$ cat src/hw/rtl/lru_pr_pkg.sv
// constants, types and sequencer states of the lru page replacement unit
// depends on nothing
package lru_pr_pkg;

   localparam int FRAMES         = 8;
   localparam int PAGE_BITS      = 16;
   localparam int FRAME_IDX_BITS = (FRAMES > 1) ? $clog2(FRAMES) : 1;
   localparam int RANK_BITS      = FRAME_IDX_BITS;
   localparam int CSR_BITS       = 4;
   localparam int FAULT_BITS     = 32;

   localparam logic [CSR_BITS-1:0] CSR_RESET = CSR_BITS'(8);

   typedef logic [PAGE_BITS-1:0]      page_type;
   typedef logic [FRAME_IDX_BITS-1:0] frame_idx_type;
   typedef logic [RANK_BITS-1:0]      rank_type;
   typedef logic [FAULT_BITS-1:0]     fault_cnt_type;
   typedef logic [CSR_BITS-1:0]       csr_type;

   typedef enum logic [1:0] {
      ST_IDLE,
      ST_SCAN,
      ST_WAIT,
      ST_DECIDE
   } state_type;

endpackage

$ cat src/hw/rtl/lru_pr_intf.sv
// valid/ready channel interfaces of the lru page replacement unit
// depends on lru_pr_pkg
interface lru_pr_req_if;
   logic                 valid;
   logic                 ready;
   lru_pr_pkg::page_type page_number;

   modport source (output valid, output page_number, input ready);
   modport sink   (input valid, input page_number, output ready);
endinterface

interface lru_pr_rsp_if;
   logic                      valid;
   logic                      ready;
   logic                      is_fault;
   lru_pr_pkg::frame_idx_type frame_used;
   lru_pr_pkg::page_type      evicted_page;
   lru_pr_pkg::fault_cnt_type faults_so_far;

   modport source (output valid, output is_fault, output frame_used, output evicted_page,
                   output faults_so_far, input ready);
   modport sink   (input valid, input is_fault, input frame_used, input evicted_page,
                   input faults_so_far, output ready);
endinterface

interface lru_pr_csr_if;
   logic                valid;
   logic                ready;
   lru_pr_pkg::csr_type frames_in_use;

   modport source (output valid, output frames_in_use, input ready);
   modport sink   (input valid, input frames_in_use, output ready);
endinterface

$ cat src/hw/rtl/lru_page_replacement_unit.sv
// top level of the lru page replacement unit: frame table, rank array, scan sequencer
// depends on lru_pr_pkg and the channel interfaces in lru_pr_intf.sv
//
// One page reference per req word, one rsp word per reference. A reference is accepted
// in IDLE; SCAN then sweeps the frames in use (frames_in_use clamped to 1..FRAMES) through
// the single read port of the frame table, past one comparator; WAIT lets the last compare
// land; DECIDE picks the frame, updates ranks and loads the result. Page zero skips the
// sweep and goes from IDLE straight to DECIDE. The result sits in an output
// register, so the next reference is taken while a result still waits; the decision
// cycle stalls only if that register is still full. Frames come out of reset empty by way
// of per-frame valid bits, so no clearing pass is run. frames_in_use is written through
// csr_chan, always ready, and should only change while the unit is idle.
module lru_page_replacement_unit (
   input  logic              clock,
   input  logic              reset,
   lru_pr_req_if.sink        req_chan,
   lru_pr_rsp_if.source      rsp_chan,
   lru_pr_csr_if.sink        csr_chan
);

   // sequencer
   lru_pr_pkg::state_type     state_ff, state_in;
   logic                      req_acc;
   logic                      rd_en;
   logic                      decide_go;

   // captured reference and scan bounds
   lru_pr_pkg::page_type      page_ff;
   logic                      zero_ff;
   lru_pr_pkg::frame_idx_type last_ff, last_in;
   lru_pr_pkg::frame_idx_type iss_ff;
   lru_pr_pkg::csr_type       frames_ff;

   // frame table: memory plus per-frame valid bits (invalid reads as empty)
   lru_pr_pkg::page_type      page_mem [lru_pr_pkg::FRAMES];
   logic [lru_pr_pkg::FRAMES-1:0] page_vld_ff;
   lru_pr_pkg::page_type      rd_data_ff;
   logic                      rd_ok_ff;
   logic                      cmp_vld_ff;
   lru_pr_pkg::frame_idx_type cmp_idx_ff;
   lru_pr_pkg::page_type      cmp_page;
   lru_pr_pkg::rank_type      cmp_rank;

   // recency ranks, one register per frame
   lru_pr_pkg::rank_type      rank_ff [lru_pr_pkg::FRAMES];

   // scan results
   logic                      hit_found_ff;
   lru_pr_pkg::frame_idx_type hit_idx_ff;
   lru_pr_pkg::rank_type      hit_rank_ff;
   logic                      empty_found_ff;
   lru_pr_pkg::frame_idx_type empty_idx_ff;
   lru_pr_pkg::rank_type      empty_rank_ff;
   lru_pr_pkg::frame_idx_type min_idx_ff;
   lru_pr_pkg::rank_type      min_rank_ff;
   lru_pr_pkg::page_type      min_page_ff;

   // decision
   lru_pr_pkg::frame_idx_type used_idx;
   lru_pr_pkg::rank_type      used_rank;
   logic                      do_touch;
   logic                      do_fill;
   lru_pr_pkg::page_type      evicted;
   lru_pr_pkg::fault_cnt_type fault_total_ff, fault_total_in;

   // result register
   logic                      rsp_vld_ff;
   logic                      rsp_fault_ff;
   lru_pr_pkg::frame_idx_type rsp_frame_ff;
   lru_pr_pkg::page_type      rsp_evict_ff;
   lru_pr_pkg::fault_cnt_type rsp_count_ff;

   // handshakes
   assign req_acc               = req_chan.valid && req_chan.ready;
   assign csr_chan.ready        = 1'b1;
   assign rsp_chan.valid        = rsp_vld_ff;
   assign rsp_chan.is_fault     = rsp_fault_ff;
   assign rsp_chan.frame_used   = rsp_frame_ff;
   assign rsp_chan.evicted_page = rsp_evict_ff;
   assign rsp_chan.faults_so_far = rsp_count_ff;

   // next state
   always_comb begin
      state_in = state_ff;
      case (state_ff)
         lru_pr_pkg::ST_IDLE: begin
            if (req_acc) begin
               state_in = (req_chan.page_number == '0) ? lru_pr_pkg::ST_DECIDE
                                                       : lru_pr_pkg::ST_SCAN;
            end
         end
         lru_pr_pkg::ST_SCAN: begin
            if (iss_ff == last_ff) begin
               state_in = lru_pr_pkg::ST_WAIT;
            end
         end
         lru_pr_pkg::ST_WAIT: begin
            state_in = lru_pr_pkg::ST_DECIDE;
         end
         lru_pr_pkg::ST_DECIDE: begin
            if (!rsp_vld_ff || rsp_chan.ready) begin
               state_in = lru_pr_pkg::ST_IDLE;
            end
         end
         default: begin
            state_in = lru_pr_pkg::ST_IDLE;
         end
      endcase
   end

   // sequencer outputs
   always_comb begin
      req_chan.ready = 1'b0;
      rd_en          = 1'b0;
      decide_go      = 1'b0;
      case (state_ff)
         lru_pr_pkg::ST_IDLE:   req_chan.ready = 1'b1;
         lru_pr_pkg::ST_SCAN:   rd_en = 1'b1;
         lru_pr_pkg::ST_WAIT:   rd_en = 1'b0;
         lru_pr_pkg::ST_DECIDE: decide_go = !rsp_vld_ff || rsp_chan.ready;
         default:               rd_en = 1'b0;
      endcase
   end

   always_ff @(posedge clock) begin
      if (reset) begin
         state_ff <= lru_pr_pkg::ST_IDLE;
      end else begin
         state_ff <= state_in;
      end
   end

   // frame count register, clamped to 1..FRAMES when a reference starts
   always_ff @(posedge clock) begin
      if (reset) begin
         frames_ff <= lru_pr_pkg::CSR_RESET;
      end else if (csr_chan.valid && csr_chan.ready) begin
         frames_ff <= csr_chan.frames_in_use;
      end
   end

   always_comb begin
      if (frames_ff == '0) begin
         last_in = '0;
      end else if (32'(frames_ff) > 32'(lru_pr_pkg::FRAMES)) begin
         last_in = lru_pr_pkg::FRAME_IDX_BITS'(lru_pr_pkg::FRAMES - 1);
      end else begin
         last_in = lru_pr_pkg::FRAME_IDX_BITS'(32'(frames_ff) - 32'd1);
      end
   end

   // reference capture and sweep address
   always_ff @(posedge clock) begin
      if (req_acc) begin
         page_ff <= req_chan.page_number;
         zero_ff <= (req_chan.page_number == '0);
         last_ff <= last_in;
      end
   end

   always_ff @(posedge clock) begin
      if (reset) begin
         iss_ff <= '0;
      end else if (req_acc) begin
         iss_ff <= '0;
      end else if (rd_en && iss_ff != last_ff) begin
         iss_ff <= iss_ff + 1'b1;
      end
   end

   // frame table read port (registered) and write port
   always_ff @(posedge clock) begin
      if (rd_en) begin
         rd_data_ff <= page_mem[iss_ff];
      end
      if (do_fill) begin
         page_mem[used_idx] <= page_ff;
      end
   end

   always_ff @(posedge clock) begin
      if (reset) begin
         page_vld_ff <= '0;
         cmp_vld_ff  <= 1'b0;
      end else begin
         cmp_vld_ff <= rd_en;
         if (do_fill) begin
            page_vld_ff[used_idx] <= 1'b1;
         end
      end
   end

   always_ff @(posedge clock) begin
      if (rd_en) begin
         rd_ok_ff   <= page_vld_ff[iss_ff];
         cmp_idx_ff <= iss_ff;
      end
   end

   // shared compare: one frame per cycle
   assign cmp_page = rd_ok_ff ? rd_data_ff : '0;
   assign cmp_rank = rank_ff[cmp_idx_ff];

   always_ff @(posedge clock) begin
      if (reset) begin
         hit_found_ff   <= 1'b0;
         empty_found_ff <= 1'b0;
      end else if (req_acc) begin
         hit_found_ff   <= 1'b0;
         empty_found_ff <= 1'b0;
      end else if (cmp_vld_ff) begin
         if (!hit_found_ff && cmp_page == page_ff) begin
            hit_found_ff <= 1'b1;
         end
         if (!empty_found_ff && cmp_page == '0) begin
            empty_found_ff <= 1'b1;
         end
      end
   end

   always_ff @(posedge clock) begin
      if (cmp_vld_ff) begin
         if (!hit_found_ff && cmp_page == page_ff) begin
            hit_idx_ff  <= cmp_idx_ff;
            hit_rank_ff <= cmp_rank;
         end
         if (!empty_found_ff && cmp_page == '0) begin
            empty_idx_ff  <= cmp_idx_ff;
            empty_rank_ff <= cmp_rank;
         end
         // strict less keeps the lowest-numbered frame on a rank tie
         if (cmp_idx_ff == '0 || cmp_rank < min_rank_ff) begin
            min_idx_ff  <= cmp_idx_ff;
            min_rank_ff <= cmp_rank;
            min_page_ff <= cmp_page;
         end
      end
   end

   // pick the frame: page zero reports frame 0, else hit, else first empty, else least recently used
   always_comb begin
      used_rank = min_rank_ff;
      evicted   = '0;
      if (zero_ff) begin
         used_idx = '0;
      end else if (hit_found_ff) begin
         used_idx  = hit_idx_ff;
         used_rank = hit_rank_ff;
      end else if (empty_found_ff) begin
         used_idx  = empty_idx_ff;
         used_rank = empty_rank_ff;
      end else begin
         used_idx = min_idx_ff;
         evicted  = min_page_ff;
      end
   end

   assign do_touch = decide_go && !zero_ff;
   assign do_fill  = do_touch && !hit_found_ff;

   assign fault_total_in = (fault_total_ff == '1) ? fault_total_ff
                                                  : fault_total_ff + 1'b1;

   // rank refresh: touched frame goes to the top, those above its old rank slide down
   always_ff @(posedge clock) begin
      if (reset) begin
         for (int g = 0; g < lru_pr_pkg::FRAMES; g++) begin
            rank_ff[g] <= '0;
         end
      end else if (do_touch) begin
         for (int g = 0; g < lru_pr_pkg::FRAMES; g++) begin
            if (lru_pr_pkg::FRAME_IDX_BITS'(g) == used_idx) begin
               rank_ff[g] <= lru_pr_pkg::RANK_BITS'(lru_pr_pkg::FRAMES - 1);
            end else if (rank_ff[g] > used_rank) begin
               rank_ff[g] <= rank_ff[g] - 1'b1;
            end
         end
      end
   end

   always_ff @(posedge clock) begin
      if (reset) begin
         fault_total_ff <= '0;
      end else if (do_fill) begin
         fault_total_ff <= fault_total_in;
      end
   end

   // result register
   always_ff @(posedge clock) begin
      if (reset) begin
         rsp_vld_ff <= 1'b0;
      end else if (decide_go) begin
         rsp_vld_ff <= 1'b1;
      end else if (rsp_chan.ready) begin
         rsp_vld_ff <= 1'b0;
      end
   end

   always_ff @(posedge clock) begin
      if (decide_go) begin
         rsp_fault_ff <= !zero_ff && !hit_found_ff;
         rsp_frame_ff <= used_idx;
         rsp_evict_ff <= zero_ff ? '0 : evicted;
         rsp_count_ff <= do_fill ? fault_total_in : fault_total_ff;
      end
   end

endmodule

$ cat src/flat_wrapper.sv
// flat-port wrapper written by rule: the top's interface ports become plain ports
module lru_page_replacement_unit_flat 
  (clock, reset, req_chan_valid, req_chan_page_number, req_chan_ready, rsp_chan_valid, rsp_chan_is_fault, rsp_chan_frame_used, rsp_chan_evicted_page, rsp_chan_faults_so_far, rsp_chan_ready, csr_chan_valid, csr_chan_frames_in_use, csr_chan_ready);
  lru_pr_req_if req_chan_i ();
  lru_pr_rsp_if rsp_chan_i ();
  lru_pr_csr_if csr_chan_i ();
  input  logic clock;
  input  logic reset;
  input wire logic [$bits(req_chan_i.valid)-1:0] req_chan_valid;
  input wire logic [$bits(req_chan_i.page_number)-1:0] req_chan_page_number;
  output wire logic [$bits(req_chan_i.ready)-1:0] req_chan_ready;
  output wire logic [$bits(rsp_chan_i.valid)-1:0] rsp_chan_valid;
  output wire logic [$bits(rsp_chan_i.is_fault)-1:0] rsp_chan_is_fault;
  output wire logic [$bits(rsp_chan_i.frame_used)-1:0] rsp_chan_frame_used;
  output wire logic [$bits(rsp_chan_i.evicted_page)-1:0] rsp_chan_evicted_page;
  output wire logic [$bits(rsp_chan_i.faults_so_far)-1:0] rsp_chan_faults_so_far;
  input wire logic [$bits(rsp_chan_i.ready)-1:0] rsp_chan_ready;
  input wire logic [$bits(csr_chan_i.valid)-1:0] csr_chan_valid;
  input wire logic [$bits(csr_chan_i.frames_in_use)-1:0] csr_chan_frames_in_use;
  output wire logic [$bits(csr_chan_i.ready)-1:0] csr_chan_ready;
  assign req_chan_i.valid = req_chan_valid;
  assign req_chan_i.page_number = req_chan_page_number;
  assign req_chan_ready = req_chan_i.ready;
  assign rsp_chan_valid = rsp_chan_i.valid;
  assign rsp_chan_is_fault = rsp_chan_i.is_fault;
  assign rsp_chan_frame_used = rsp_chan_i.frame_used;
  assign rsp_chan_evicted_page = rsp_chan_i.evicted_page;
  assign rsp_chan_faults_so_far = rsp_chan_i.faults_so_far;
  assign rsp_chan_i.ready = rsp_chan_ready;
  assign csr_chan_i.valid = csr_chan_valid;
  assign csr_chan_i.frames_in_use = csr_chan_frames_in_use;
  assign csr_chan_ready = csr_chan_i.ready;
  lru_page_replacement_unit u_core (.clock(clock), .reset(reset), .req_chan(req_chan_i), .rsp_chan(rsp_chan_i), .csr_chan(csr_chan_i));
endmodule
$ cat config.mk
export PLATFORM = sky130hd
export DESIGN_NAME = lru_page_replacement_unit_flat
export DESIGN_NICKNAME = d
export VERILOG_FILES = /design/src/hw/rtl/lru_pr_pkg.sv /design/src/hw/rtl/lru_pr_intf.sv /design/src/hw/rtl/lru_page_replacement_unit.sv /design/src/flat_wrapper.sv
export SDC_FILE = /design/constraint.sdc
export NUM_CORES = 1
export LEC_CHECK = 0
export ABC_AREA = 1
export BUFFER_PORTS_ARGS = -buffer_cell sky130_fd_sc_hd__buf_2
export CAP_MARGIN = 10
export CORE_MARGIN = 2
export CORE_UTILIZATION = 23
export CTS_BUF_LIST = sky130_fd_sc_hd__clkbuf_8
export DETAILED_ROUTE_END_ITERATION = 10
export GPL_TIMING_DRIVEN = 0
export PLACE_DENSITY_LB_ADDON = 0.1
export SLEW_MARGIN = 5
export SYNTH_ARGS = -nofsm -noshare
export SYNTH_HDL_FRONTEND = slang
export SYNTH_SLANG_ARGS = --single-unit
$ cat constraint.sdc
create_clock -name clock -period 4.55 [get_ports clock]
set_clock_uncertainty 0.2 [all_clocks]
set_input_delay 0.455 -clock clock [delete_from_list [all_inputs] [get_ports clock]]
set_output_delay 0.455 -clock clock [all_outputs]
set_load 0.005 [all_outputs]
==> out/metrics.yaml <==
worst_setup_path:
  crit_start: "u_core.zero_ff"
  r2r_slack_ps: 1060
  cp_cell_sequence: "nor2_4, o21ai_0, o211ai_1, ha_1, nand3_1, o21ai_0, nor2_1, nand2_1, o211ai_1"
  crit_type: "reg -> reg"
  worstReg2RegEnd: "u_core.rank_ff[5][0]"
  r2r_start: "u_core.zero_ff"
  start_kind: "register"
  crit_path_max_fanout: 9
  crit_slowest_cell: "o211ai_1"
  end_kind: "register"
  crit_required_ps: 4630
  cpPeakStageDelay_ps: 830
  rr_worst_depth: 9
  cp.arrival_ps: 3570
  endpoint: "u_core.rank_ff[5][0]"
clock_tree:
  cts_hold_buffers: 28
  htree_levels: 3
  clk_pin_slew_worst_paths_ps: 50
  clock_sinks: 334
  cts_tree: "built"
  cts_root_buf: "clkbuf_8"
  cts_resized: 0
  clockBufferDepth: 3
  post_cts_buffers: 0
  clk_latency_ps: 640
  cts_buffers: 66
global_routing:
  grtUsageMet1_pct: 16.0
  grt_pass1_wl_mm: 63.2
  grt_overflow: 0
  grt_pass1_vias: 10800
  antenna_found_initial: 1
  grt_use_met3_pct: 2.47
  grt_usage_pct: 12.4
  grt_max_degree: 31
  grt_use_met2_pct: 20.6
  grt.busiest_layer: "met2"
sta:
  maxClockFrequency_ghz: 0.286
  finalSetupViolations: 0
  rsz0062_at_grt: "false"
  worstMarginPinSlew_ps: 1040
  fin_crit_ps: 3490
  whs_ps: 262
  drv_slew: 0
  hold_viol: 0
  slew_headroom_pct: 30.1
  fin_crit_sh_pct: 76.7
  setup_slack_ps: 1060
logic_synthesis:
  synth_edf_count: 278
  syn_nets: 1506
  syn-cell-area_mm2: 0.0150
  synth-async-reset-ratio_pct: 0
  synth_cell_type_count: 50
  synth_top_flop_cell: "edfxtp_1"
  synthCells: 1440
  synth.avg_cell_area_um2: 10.4
  ys.warnings.count: 0
  ys_seq_area_share_pct: 63.3
  ys_seq_elements: 334
place:
  gp_congestion: 0.820
  preCtsSetupSlack_ps: 1020
  port_buffers: 77
  dp_cells: 2375
  dp_hpwl_mm: 29.9
floorplanning:
  start_util_pct: 23.3
  io_pins: 80
  chipWidth_um: 259
  fp.dieH_um: 259
  die_area_mm2: 0.0671
  fp-row-count: 93
  core-area_mm2: 0.0643
detailed_routing:
  final_antenna_net_count: 0
  dr.first_iter.drc_count: 490
  first_pass_iters: 6
  viasPerCell: 4.10
  vias: 10300
  drc_errors: 0
  wl_per_cell_um: 16.3
  routed_wl_mm: 41.0
finish:
  layout.nets: 1682
  fin_util_pct: 28.0
  drive_above_1_share_pct: 14.3
  fin_cells: 2518
  synthToLayoutAreaGrowth_pct: 20.3
  nFillCells: 6859
power:
  power.density_mw_per_mm2: 483
  p_leak_uw: 0.00687
  vdd_drop_max_v: 0.000158
worst_hold_path:
  hold_class: "reg -> reg"
outcome:
  status: "complete, no violations"
flow_run:
  maxCapViolations: 0
==> synth_stat cells (2+ instances only) <==
| cell | number | area, um^2 |
|---|---|---|
| a21oi_1 | 48 | 240 |
| a21oi_2 | 3 | 26.3 |
| a221oi_1 | 2 | 17.5 |
| a31oi_1 | 32 | 200 |
| and2_1 | 4 | 25.0 |
| buf_1 | 6 | 22.5 |
| buf_2 | 7 | 35.0 |
| buf_6 | 3 | 33.8 |
| clkbuf_1 | 25 | 93.8 |
| clkinv_1 | 2 | 7.51 |
| dfxtp_1 | 56 | 1120 |
| edfxtp_1 | 278 | 8350 |
| ha_1 | 41 | 513 |
| inv_1 | 141 | 529 |
| inv_2 | 5 | 18.8 |
| nand2_1 | 247 | 927 |
| nand2_2 | 11 | 68.8 |
| nand2_4 | 2 | 22.5 |
| nand3_1 | 49 | 245 |
| nand3_2 | 7 | 70.1 |
| nand3b_1 | 4 | 30.0 |
| nand4_1 | 15 | 93.8 |
| nor2_1 | 223 | 837 |
| nor2_2 | 17 | 106 |
| nor2_4 | 7 | 78.8 |
| nor3_1 | 8 | 40.0 |
| nor3b_1 | 3 | 22.5 |
| nor4_1 | 2 | 12.5 |
| o211ai_1 | 4 | 30.0 |
| o21a_1 | 3 | 22.5 |
| o21ai_0 | 120 | 601 |
| o21ai_1 | 6 | 30.0 |
| o22ai_1 | 17 | 106 |
| or2_2 | 4 | 25.0 |
| xnor2_1 | 15 | 131 |
| xor2_1 | 9 | 78.8 |
==> per-layer routing <==
layer	vias up	wire, um
li1	5276	-
met1	4788	19400
met2	183	18900
met3	76	1640
met4	0	1020
met5	-	0
==> critical path: cells and delay by family, from the launching register on <==
| family | cells | cell delay (ps) |
|---|---|---|
| AO/OA/AOI/OAI | 4 | 1260 |
| adder cells (fa/ha/maj) | 1 | 390 |
| flip-flops | 1 | 640 |
| AND/OR/NAND/NOR | 4 | 620 |
==> layout by cell type (no fill, tap or decap), types with 9 or more instances in the layout <==
cell           instances
a21oi_1               48
a31oi_1               32
buf_2                 84
clkbuf_1              25
clkbuf_8              71
clkinv_1              12
dfxtp_1               56
dlygate4sd3_1         28
edfxtp_1             278
ha_1                  41
inv_1                164
nand2_1              247
nand2_2               11
nand3_1               49
nand4_1               15
nor2_1               223
nor2_2                17
o21ai_0              120
o22ai_1               17
xnor2_1               15
xor2_1                 9
==> through the flow <==
stage	total power (uW)	setup TNS [ps]	instance area [um^2]
after floorplan	5110	0	15000
after CTS	8890	0	18000
final	8690	0	18000
after global routing	9260	0	18000
after detailed placement	5870	0	16500
after global placement	5830	-18020	16400
==> worst min-delay path by stage <==
stage | start | endpoint | slack, ps | cells after the start
after CTS | u_core.page_vld_ff[2] | u_core.page_vld_ff[2] | 260 | 2
after detailed placement | u_core.page_vld_ff[2] | u_core.page_vld_ff[2] | 250 | 2
after global routing | u_core.page_vld_ff[0] | u_core.page_vld_ff[0] | 280 | 1
final | u_core.page_vld_ff[5] | u_core.page_vld_ff[5] | 260 | 2
after global placement | u_core.page_vld_ff[6] | u_core.page_vld_ff[6] | 240 | 2
after floorplan | u_core.iss_ff[1] | u_core.cmp_idx_ff[1] | 230 | 0
==> layout make-up <==
cell class	count	area [um^2]	area share (%)
antenna	1	2.50	0.0139
buffer	44	228	1.27
clock buffer	71	977	5.43
clock inverter	43	256	1.43
inverter	149	564	3.14
multi-input combinational	913	4720	26.3
sequential	334	9470	52.6
tap	855	1070	5.95
timing repair buffer	108	701	3.89
==> logic make-up after synthesis <==
group | synth area share [%]
flops | 63.3
compound gates | 8.71
other cells | 0.0251
xor+xnor | 1.62
buf+inv | 5.29
fa+ha+maj | 3.43
simple gates | 17.6
==> where the power goes <==
part | internal, uW | total [uW] | switching [uW]
clock | 1560 | 2920 | 1360
combinational | 559 | 1800 | 1250
sequential | 3760 | 3970 | 214
total | 5880 | 8690 | 2820
==> flip-flops by register name (all words and copies together) (netlist names), 4 cells and up, named ones only <==
| name | cells |
|---|---|
| u_core.rd_data_ff | 16 |
| u_core.page_mem | 128 |
| u_core.page_vld_ff | 8 |
| u_core.fault_total_ff | 32 |
| u_core.page_ff | 16 |
| u_core.rank_ff | 24 |
| u_core.rsp_chan.faults_so_far | 32 |
| u_core.rsp_chan.evicted_page | 16 |
| u_core.frames_ff | 4 |
| u_core.min_page_ff | 16 |
Power figures use the tool's default switching activity.
